$ cat config.mk
export PLATFORM = sky130hd
export DESIGN_NAME = wide_unsigned_arithmetic_unit_top
export DESIGN_NICKNAME = d
export VERILOG_FILES = /design/src/hdl/wua_pkg.sv /design/src/hdl/wua_alu.sv /design/src/hdl/wua_seq.sv /design/src/hdl/wide_unsigned_arithmetic_unit_top.sv
export SDC_FILE = /design/constraint.sdc
export NUM_CORES = 2
export LEC_CHECK = 0
export ABC_AREA = 1
export BUFFER_PORTS_ARGS = -buffer_cell sky130_fd_sc_hd__buf_4
export CAP_MARGIN = 10
export CORE_ASPECT_RATIO = 1.25
export CORE_MARGIN = 2
export CORE_UTILIZATION = 33
export CTS_CLUSTER_SIZE = 10
export DETAILED_ROUTE_END_ITERATION = 6
export SLEW_MARGIN = 20
export SYNTH_ARGS = -nofsm -noshare
export SYNTH_HDL_FRONTEND = slang
export SYNTH_HIERARCHICAL = 1
export SYNTH_SLANG_ARGS = --single-unit
export TNS_END_PERCENT = 50
$ cat constraint.sdc
create_clock -name clk_i -period 25.4 [get_ports clk_i]
set_input_delay 1.27 -clock clk_i [delete_from_list [all_inputs] [get_ports clk_i]]
set_output_delay 1.27 -clock clk_i [all_outputs]
set_load 0.02 [all_outputs]
$ cat src/hdl/wua_pkg.sv
// Shared declarations for the wide unsigned arithmetic unit.
// Holds operation codes, sequencer state and control types and sizing constants.
// Depends on nothing.
package wua_pkg;

  localparam int unsigned Width    = 128;
  localparam int unsigned HalfW    = 64;
  localparam int unsigned ShamtW   = 8;
  localparam int unsigned OpW      = 3;
  localparam int unsigned StepCntW = $clog2(Width);

  typedef logic [Width-1:0] word_t;

  typedef enum logic [OpW-1:0] {
    OP_ADD = 3'd0,
    OP_SUB = 3'd1,
    OP_MUL = 3'd2,
    OP_DIV = 3'd3,
    OP_SHL = 3'd4,
    OP_SHR = 3'd5
  } op_e;

  typedef enum logic [1:0] {
    ST_IDLE,
    ST_STEP,
    ST_DONE
  } state_e;

  // Control strobes from the sequencer to the datapath.
  typedef struct packed {
    logic load;
    logic step;
    logic finish;
  } ctrl_t;

endpackage

$ cat src/hdl/wua_alu.sv
// Shared arithmetic unit: one 128-bit adder/subtractor and one barrel shifter.
// Purely combinational; uses wua_pkg.
module wua_alu (
  input  wua_pkg::word_t                   x_i,
  input  wua_pkg::word_t                   y_i,
  input  logic                             sub_i,
  input  wua_pkg::word_t                   sh_val_i,
  input  logic [wua_pkg::ShamtW-1:0]       sh_amt_i,
  input  logic                             sh_left_i,
  output wua_pkg::word_t                   sum_o,
  output logic                             cout_o,
  output wua_pkg::word_t                   sh_res_o,
  output logic                             sh_flag_o
);
  import wua_pkg::*;

  logic [Width:0] sum_w;
  logic [Width:0] shl_w;
  logic [Width:0] shr_w;
  word_t          y_inv;

  // Subtraction is x + ~y + 1, so the carry out is the inverse of the borrow.
  assign y_inv = sub_i ? ~y_i : y_i;
  assign sum_w = {1'b0, x_i} + {1'b0, y_inv} + {{Width{1'b0}}, sub_i};
  assign sum_o  = sum_w[Width-1:0];
  assign cout_o = sum_w[Width];

  // One guard bit catches the last bit shifted out on either side.
  assign shl_w = {1'b0, sh_val_i} << sh_amt_i;
  assign shr_w = {sh_val_i, 1'b0} >> sh_amt_i;

  assign sh_res_o  = sh_left_i ? shl_w[Width-1:0] : shr_w[Width:1];
  assign sh_flag_o = sh_left_i ? shl_w[Width]     : shr_w[0];

endmodule

$ cat src/hdl/wua_seq.sv
// Sequencer of the wide unsigned arithmetic unit: state machine and step counter.
// Uses wua_pkg for the state enum and the control struct.
module wua_seq (
  input  logic           clk_i,
  input  logic           rst_ni,
  input  logic           in_valid_i,
  input  logic           multi_i,
  input  logic           slot_free_i,
  output logic           in_ready_o,
  output wua_pkg::ctrl_t ctrl_o
);
  import wua_pkg::*;

  state_e              state_q, state_d;
  logic [StepCntW-1:0] cnt_q, cnt_d;

  always_ff @(posedge clk_i or negedge rst_ni) begin
    if (!rst_ni) begin
      state_q <= ST_IDLE;
      cnt_q   <= '0;
    end else begin
      state_q <= state_d;
      cnt_q   <= cnt_d;
    end
  end

  always_comb begin
    state_d    = state_q;
    cnt_d      = cnt_q;
    in_ready_o = 1'b0;
    ctrl_o     = '0;
    case (state_q)
      ST_IDLE: begin
        in_ready_o = 1'b1;
        if (in_valid_i) begin
          ctrl_o.load = 1'b1;
          cnt_d       = '0;
          state_d     = ST_STEP;
        end
      end
      ST_STEP: begin
        ctrl_o.step = 1'b1;
        cnt_d       = cnt_q + 1'b1;
        // Long operations make one pass per operand bit.
        if (!multi_i || (cnt_q == {StepCntW{1'b1}})) begin
          state_d = ST_DONE;
        end
      end
      ST_DONE: begin
        if (slot_free_i) begin
          ctrl_o.finish = 1'b1;
          state_d       = ST_IDLE;
        end
      end
      default: begin
        state_d = ST_IDLE;
      end
    endcase
  end

endmodule

$ cat src/hdl/wide_unsigned_arithmetic_unit_top.sv
// Top level of the 128-bit wide unsigned arithmetic unit.
// Instantiates wua_seq and wua_alu and holds the operand and output registers; uses wua_pkg.
//
//   Channel   Direction  Handshake                  Payload
//   request   in         in_valid_i / in_ready_o    req_type, first_*, second_*, shift_amount
//   result    out        out_valid_o / out_ready_i  result_*, remainder_*, flag_out, zero_divisor
//
// Add, subtract, shift, unused codes and divide by zero make one pass through the
// shared unit and then load the output register, which offers the result; the load
// waits while an earlier result in the output register has not been taken. The
// request side is ready again once the output register has been loaded.
// Multiply and divide make one pass through the shared 128-bit adder per operand bit
// (shift-and-add, restoring division) before the output register is loaded.
// Reset clears the sequencer and the output valid flag; no request is taken until
// the current one has been loaded into the output register.
// A new request is accepted while a finished result still waits to be taken.
module wide_unsigned_arithmetic_unit_top (
  input  logic                           clk_i,
  input  logic                           rst_ni,
  input  logic                           in_valid_i,
  output logic                           in_ready_o,
  input  logic [wua_pkg::OpW-1:0]        req_type_i,
  input  logic [wua_pkg::HalfW-1:0]      first_hi_i,
  input  logic [wua_pkg::HalfW-1:0]      first_lo_i,
  input  logic [wua_pkg::HalfW-1:0]      second_hi_i,
  input  logic [wua_pkg::HalfW-1:0]      second_lo_i,
  input  logic [wua_pkg::ShamtW-1:0]     shift_amount_i,
  output logic                           out_valid_o,
  input  logic                           out_ready_i,
  output logic [wua_pkg::HalfW-1:0]      result_hi_o,
  output logic [wua_pkg::HalfW-1:0]      result_lo_o,
  output logic [wua_pkg::HalfW-1:0]      remainder_hi_o,
  output logic [wua_pkg::HalfW-1:0]      remainder_lo_o,
  output logic                           flag_out_o,
  output logic                           zero_divisor_o
);
  import wua_pkg::*;

  // Working registers. For divide, a_q is the dividend shifting out while the
  // quotient shifts in, and acc_q is the partial remainder. For multiply,
  // a_q is the multiplicand moving left, b_q the multiplier moving right and
  // acc_q the running product. Every other operation leaves its answer in acc_q.
  op_e                 op_q;
  word_t               a_q, a_d;
  word_t               b_q, b_d;
  word_t               acc_q, acc_d;
  logic [ShamtW-1:0]   shamt_q;
  logic                flag_q, flag_d;
  logic                zdiv_q;

  // Output register.
  logic                out_valid_q;
  word_t               res_out_q;
  word_t               rem_out_q;
  logic                flag_out_q;
  logic                zdiv_out_q;

  ctrl_t               ctrl;
  logic                multi;
  logic                slot_free;

  word_t               alu_x, alu_y, alu_sum, sh_res;
  logic                alu_sub, alu_cout, sh_flag;
  logic                div_ge;

  assign multi     = (op_q == OP_MUL) || ((op_q == OP_DIV) && !zdiv_q);
  assign slot_free = !out_valid_q || out_ready_i;

  wua_seq u_seq (
    .clk_i       (clk_i),
    .rst_ni      (rst_ni),
    .in_valid_i  (in_valid_i),
    .multi_i     (multi),
    .slot_free_i (slot_free),
    .in_ready_o  (in_ready_o),
    .ctrl_o      (ctrl)
  );

  // Operand routing into the shared adder.
  always_comb begin
    alu_x   = a_q;
    alu_y   = b_q;
    alu_sub = 1'b0;
    case (op_q)
      OP_SUB: begin
        alu_sub = 1'b1;
      end
      OP_MUL: begin
        alu_x = acc_q;
        alu_y = a_q;
      end
      OP_DIV: begin
        alu_x   = {acc_q[Width-2:0], a_q[Width-1]};
        alu_sub = 1'b1;
      end
      default: begin
        alu_sub = 1'b0;
      end
    endcase
  end

  wua_alu u_alu (
    .x_i       (alu_x),
    .y_i       (alu_y),
    .sub_i     (alu_sub),
    .sh_val_i  (a_q),
    .sh_amt_i  (shamt_q),
    .sh_left_i (op_q == OP_SHL),
    .sum_o     (alu_sum),
    .cout_o    (alu_cout),
    .sh_res_o  (sh_res),
    .sh_flag_o (sh_flag)
  );

  // The remainder bit shifted past the top means it already exceeds the divisor.
  assign div_ge = acc_q[Width-1] | alu_cout;

  always_comb begin
    a_d    = a_q;
    b_d    = b_q;
    acc_d  = acc_q;
    flag_d = flag_q;
    case (op_q)
      OP_ADD: begin
        acc_d  = alu_sum;
        flag_d = alu_cout;
      end
      OP_SUB: begin
        acc_d  = alu_sum;
        flag_d = !alu_cout;
      end
      OP_MUL: begin
        if (b_q[0]) begin
          acc_d = alu_sum;
        end
        a_d = {a_q[Width-2:0], 1'b0};
        b_d = {1'b0, b_q[Width-1:1]};
      end
      OP_DIV: begin
        if (zdiv_q) begin
          acc_d = a_q;
          a_d   = '0;
        end else begin
          acc_d = div_ge ? alu_sum : alu_x;
          a_d   = {a_q[Width-2:0], div_ge};
        end
      end
      OP_SHL, OP_SHR: begin
        acc_d  = sh_res;
        flag_d = sh_flag;
      end
      default: begin
        acc_d = '0;
      end
    endcase
  end

  always_ff @(posedge clk_i) begin
    if (ctrl.load) begin
      op_q    <= op_e'(req_type_i);
      a_q     <= {first_hi_i, first_lo_i};
      b_q     <= {second_hi_i, second_lo_i};
      acc_q   <= '0;
      shamt_q <= shift_amount_i;
      flag_q  <= 1'b0;
      zdiv_q  <= (op_e'(req_type_i) == OP_DIV) && ({second_hi_i, second_lo_i} == '0);
    end else if (ctrl.step) begin
      a_q    <= a_d;
      b_q    <= b_d;
      acc_q  <= acc_d;
      flag_q <= flag_d;
    end
  end

  always_ff @(posedge clk_i or negedge rst_ni) begin
    if (!rst_ni) begin
      out_valid_q <= 1'b0;
    end else if (ctrl.finish) begin
      out_valid_q <= 1'b1;
    end else if (out_ready_i) begin
      out_valid_q <= 1'b0;
    end
  end

  always_ff @(posedge clk_i) begin
    if (ctrl.finish) begin
      if (op_q == OP_DIV) begin
        res_out_q <= a_q;
        rem_out_q <= acc_q;
      end else begin
        res_out_q <= acc_q;
        rem_out_q <= '0;
      end
      flag_out_q <= flag_q;
      zdiv_out_q <= zdiv_q;
    end
  end

  assign out_valid_o    = out_valid_q;
  assign result_hi_o    = res_out_q[Width-1:HalfW];
  assign result_lo_o    = res_out_q[HalfW-1:0];
  assign remainder_hi_o = rem_out_q[Width-1:HalfW];
  assign remainder_lo_o = rem_out_q[HalfW-1:0];
  assign flag_out_o     = flag_out_q;
  assign zero_divisor_o = zdiv_out_q;

`ifndef NO_ASSERTIONS
  // A transfer on the request side always makes the unit busy.
  a_busy_after_take: assert property (@(posedge clk_i) disable iff (!rst_ni)
    (in_valid_i && in_ready_o) |=> !in_ready_o)
    else $error("request side still ready after a request transfer");

  // A result is only offered after the sequencer has finished an operation.
  a_valid_from_finish: assert property (@(posedge clk_i) disable iff (!rst_ni)
    $rose(out_valid_o) |-> $past(ctrl.finish))
    else $error("result offered without a finished operation");

  // Division by zero gives a zero quotient.
  a_zdiv_quotient: assert property (@(posedge clk_i) disable iff (!rst_ni)
    (out_valid_o && zero_divisor_o) |-> ((result_hi_o == '0) && (result_lo_o == '0)))
    else $error("non-zero quotient on division by zero");

  // Carry, borrow and shift-out never accompany a zero divisor report.
  a_flag_exclusive: assert property (@(posedge clk_i) disable iff (!rst_ni)
    out_valid_o |-> !(flag_out_o && zero_divisor_o))
    else $error("flag and zero divisor set together");
`endif

endmodule
==> flow_summary_export.csv <==
group,metric,value,unit
status,run_status,"complete, but fails checks",
status,failed_checks,"design-rule violations",
global_route,grt_max_degree,183,
sta,tns,0,ns
floorplan,start_util,0.331,
sta,clock.fmax,112,MHz
synth,synth_seq_cells,665,
global_route,grt_first_pass_wirelength,637000,um
clock_network,clk_latency,0.84,ns
sta,setup_viol,0,
synth,syn_area,0.0701,sq mm
run,maxCapViolCount,0,
synth,synthFlopType,"edfxtp_1",
sta,fin_crit_sh,0.352,
route,dr.pass1.iters,7,
global_route,gr-total-overflow,0,
sta,fin_skew,0.0890,ns
clock_network,cts_setup_buffers,0,
sta,rsz0062_at_grt,"false",
worst_setup_path,crit_top_cell,"nand2_1",
placed_design,gp_congestion,1.13,
synth,ys_warn_count,6,
route,drt_iter0_drc,11400,
clock_network,cts_buffer_depth,3,
route,viasPerCell,5.93,
clock_network,cts_hold_buffers,0,
layout,area_growth,12.1,%
clock_network,clock_sinks,665,
floorplan,core-area,0.212,sq mm
sta,hold_violations,0,
clock_network,cts-resized-gates,0,
synth,syn_nets,12300,
clock_network,cts-root-buf,"clkbuf_16",
power,vdd_drop_max,0.157,mV
clock_network,htreeDepth,3,
placed_design,dp_slack,16.74,ns
worst_setup_path,crit_path_end_kind,"flip-flop",
placed_design,dpl.hpwl,374000,um
global_route,grt_pass1_vias,82900,
sta,max-slew-margin-rel,0.148,
synth,ys_seq_area_frac,0.266,
worst_setup_path,startpoint_type,"flip-flop",
route,routed_wl,471000,um
floorplan,die_h,519,um
worst_setup_path,cp.required,26.16,ns
placed_design,numPortBuffers,530,
floorplan,dieArea,0.216,sq mm
synth,yosysTopAreaCellShare,0.225,
synth,synth_area_leaders,"edfxtp_1 23%, nand2_1 21%, nand3_1 16%, inv_1 6.6%, a21oi_1 5.5%",
synth,synth_cells,11900,
sta,finalCriticalPeriod,8.94,ns
layout,drive_above_1_share,0.0708,
hold_path,hp-class,"in2async",
worst_setup_path,cpPeakStageDelay,0.87,ns
power,powerDensity,165,mW/mm^2
route,drc_errors,2,
floorplan,rows,189,
clock_network,cts_made_buffers,84,
synth,avgSynthCellArea,5.90,sq um
worst_setup_path,crit_path_max_fanout,182,
floorplan,die_w,416,um
sta,setup_ws,16.46,ns
synth,synth_edf_count,526,
worst_setup_path,arrival,9.70,ns
route,final_antenna_net_count,0,
route,avgRoutedWirePerCell,31.9,um
floorplan,io_pins,531,
layout,fin_nets,12300,
sta,tightest_slew,1.26,ns
layout,fillers,24200,
global_route,grt_util_all_layers,0.417,
power,finalPower,13.0,mW
worst_setup_path,critical_path_class,"reg2reg",
clock_network,cts_tree,"yes",
synth,synth_top_cell_by_area,"edfxtp_1",
worst_setup_path,cpMaxStageDelayCell,"buf_4",
power,leakagePower,36.4,nW
clock_network,clkTransAtPathRegs,0.08,ns
route,vias,87500,
synth,async_flop_share,0.0150,
global_route,grt_antenna_before_repair,64,
synth,yosys.cell_types.count,50,
sta,drv_slew,0,
final cells by class:
cell class / instances / area [sq um] / area share
clock inverters: 24 / 347 / 0.00441
diodes: 25 / 62.6 / 0.000796
flip-flops and latches: 665 / 18600 / 0.237
inverters: 1241 / 4710 / 0.0599
multi-input cells: 9239 / 43800 / 0.557
clock buffers: 131 / 2340 / 0.0298
repair buffers: 680 / 5280 / 0.0672
well taps: 2769 / 3460 / 0.0441
final timing paths:
path                       startpoint              to  slack [ns]  cells past startpoint
max                           op_q[2]       acc_q[52]       16.46                     29
min                            rst_ni  u_seq/cnt_q[2]        0.33                      1
max reg2reg                   op_q[2]       acc_q[52]       16.46                     29
min reg2reg                    zdiv_q  zero_divisor_o        0.47                      0
max in group asynchronous      rst_ni  u_seq/cnt_q[0]       24.92                      1
min in group clk_i             zdiv_q  zero_divisor_o        0.47                      0
synthesized netlist by cell type, types with 4 or more instances:
cell and number:
nand4_1 156, o21a_1 4, ha_1 142, o21bai_1 11
clkinv_1 4, dfxtp_1 129, o211ai_1 44, inv_2 7
o21ai_0 596, edfxtp_1 526, nor3_1 46, nor2_1 608
buf_1 94, a21o_1 5, and2_1 10, clkbuf_1 367
inv_1 1229, nand3_1 2297, buf_4 25, xor2_1 188
a21boi_0 39, o21ai_1 55, a32o_1 128, nand2_1 3987
nor4_1 24, nor2_2 5, buf_6 5, nand2_2 7
a21oi_1 768, and3_1 89, nand3b_1 7, dfrtp_1 10
buf_2 245
critical path, delay by kind of cell, from the launching register on:
family                     cells  cell delay, ns
and+or+nand+nor               14            1.90
DFF                            1            0.55
buffers and inverters          7            3.98
AOI/OAI and AO/OA              6            1.49
adders and majority gates      1            0.35
xor gates and xnor gates       1            0.24
cell families after synthesis:
kind of cell | after synthesis | synth area share
and+or+nand+nor | 7247 | 0.441
buffers and inverters | 1977 | 0.112
AOI/OAI and AO/OA | 1658 | 0.131
DFF | 665 | 0.266
xor gates and xnor gates | 191 | 0.0238
adders and majority gates | 143 | 0.0256
per-stage QoR:
step | instance area, sq um | hold slack [ns] | utilization | cells
detailed placement | 75800 | 0.455 | 0.358 | 14600
finish | 78600 | 0.333 | 0.371 | 14800
global route | 78500 | 0.331 | 0.371 | 14800
global placement | 75800 | 0.451 | 0.358 | 14600
CTS | 78500 | 0.294 | 0.371 | 14700
floorplan | 70100 | 0.403 | - | 11900
routing by layer:
layer	share of wire	GRT usage	wire (um)
met2	0.45	0.668	211000
met4	0.10	0.352	47300
met1	0.36	0.468	170000
met5	0.00043	0	201
met3	0.090	0.100	42400
state kept, by name (all words and copies together), names as in the netlist:
signal and cells:
rem_out_q 128, zero_divisor_o 1, zdiv_q 1, acc_q 128, res_out_q 128, u_seq/cnt_q 7, flag_out_o 1, b_q 128
flag_q 1, op_q 3, shamt_q 8, a_q 128, u_seq/state_q 2, out_valid_o 1
where the power goes:
part | internal [mW] | switching [mW]
Clock | 0.681 | 0.552
Combinational | 2.42 | 7.17
Sequential | 1.68 | 0.467
Total | 4.78 | 8.19
placed cells by master (no fill, tap or decap), types with 10 or more instances in the layout:
cell	instances
clkbuf_1	42
nand2_1	3987
a21oi_1	766
o21ai_1	57
clkbuf_16	85
xor2_1	188
and3_1	89
buf_12	14
edfxtp_1	526
a21boi_0	38
nor2_1	599
nand3_1	2297
o21bai_1	11
nor3_1	45
buf_4	666
nand4_1	156
inv_1	1222
ha_1	142
and2_1	10
o211ai_1	44
o21ai_0	592
nor4_1	23
a32o_1	128
dfxtp_1	129
diode_2	25
dfrtp_1	10
No activity file was read; power rests on OpenSTA's default activity.
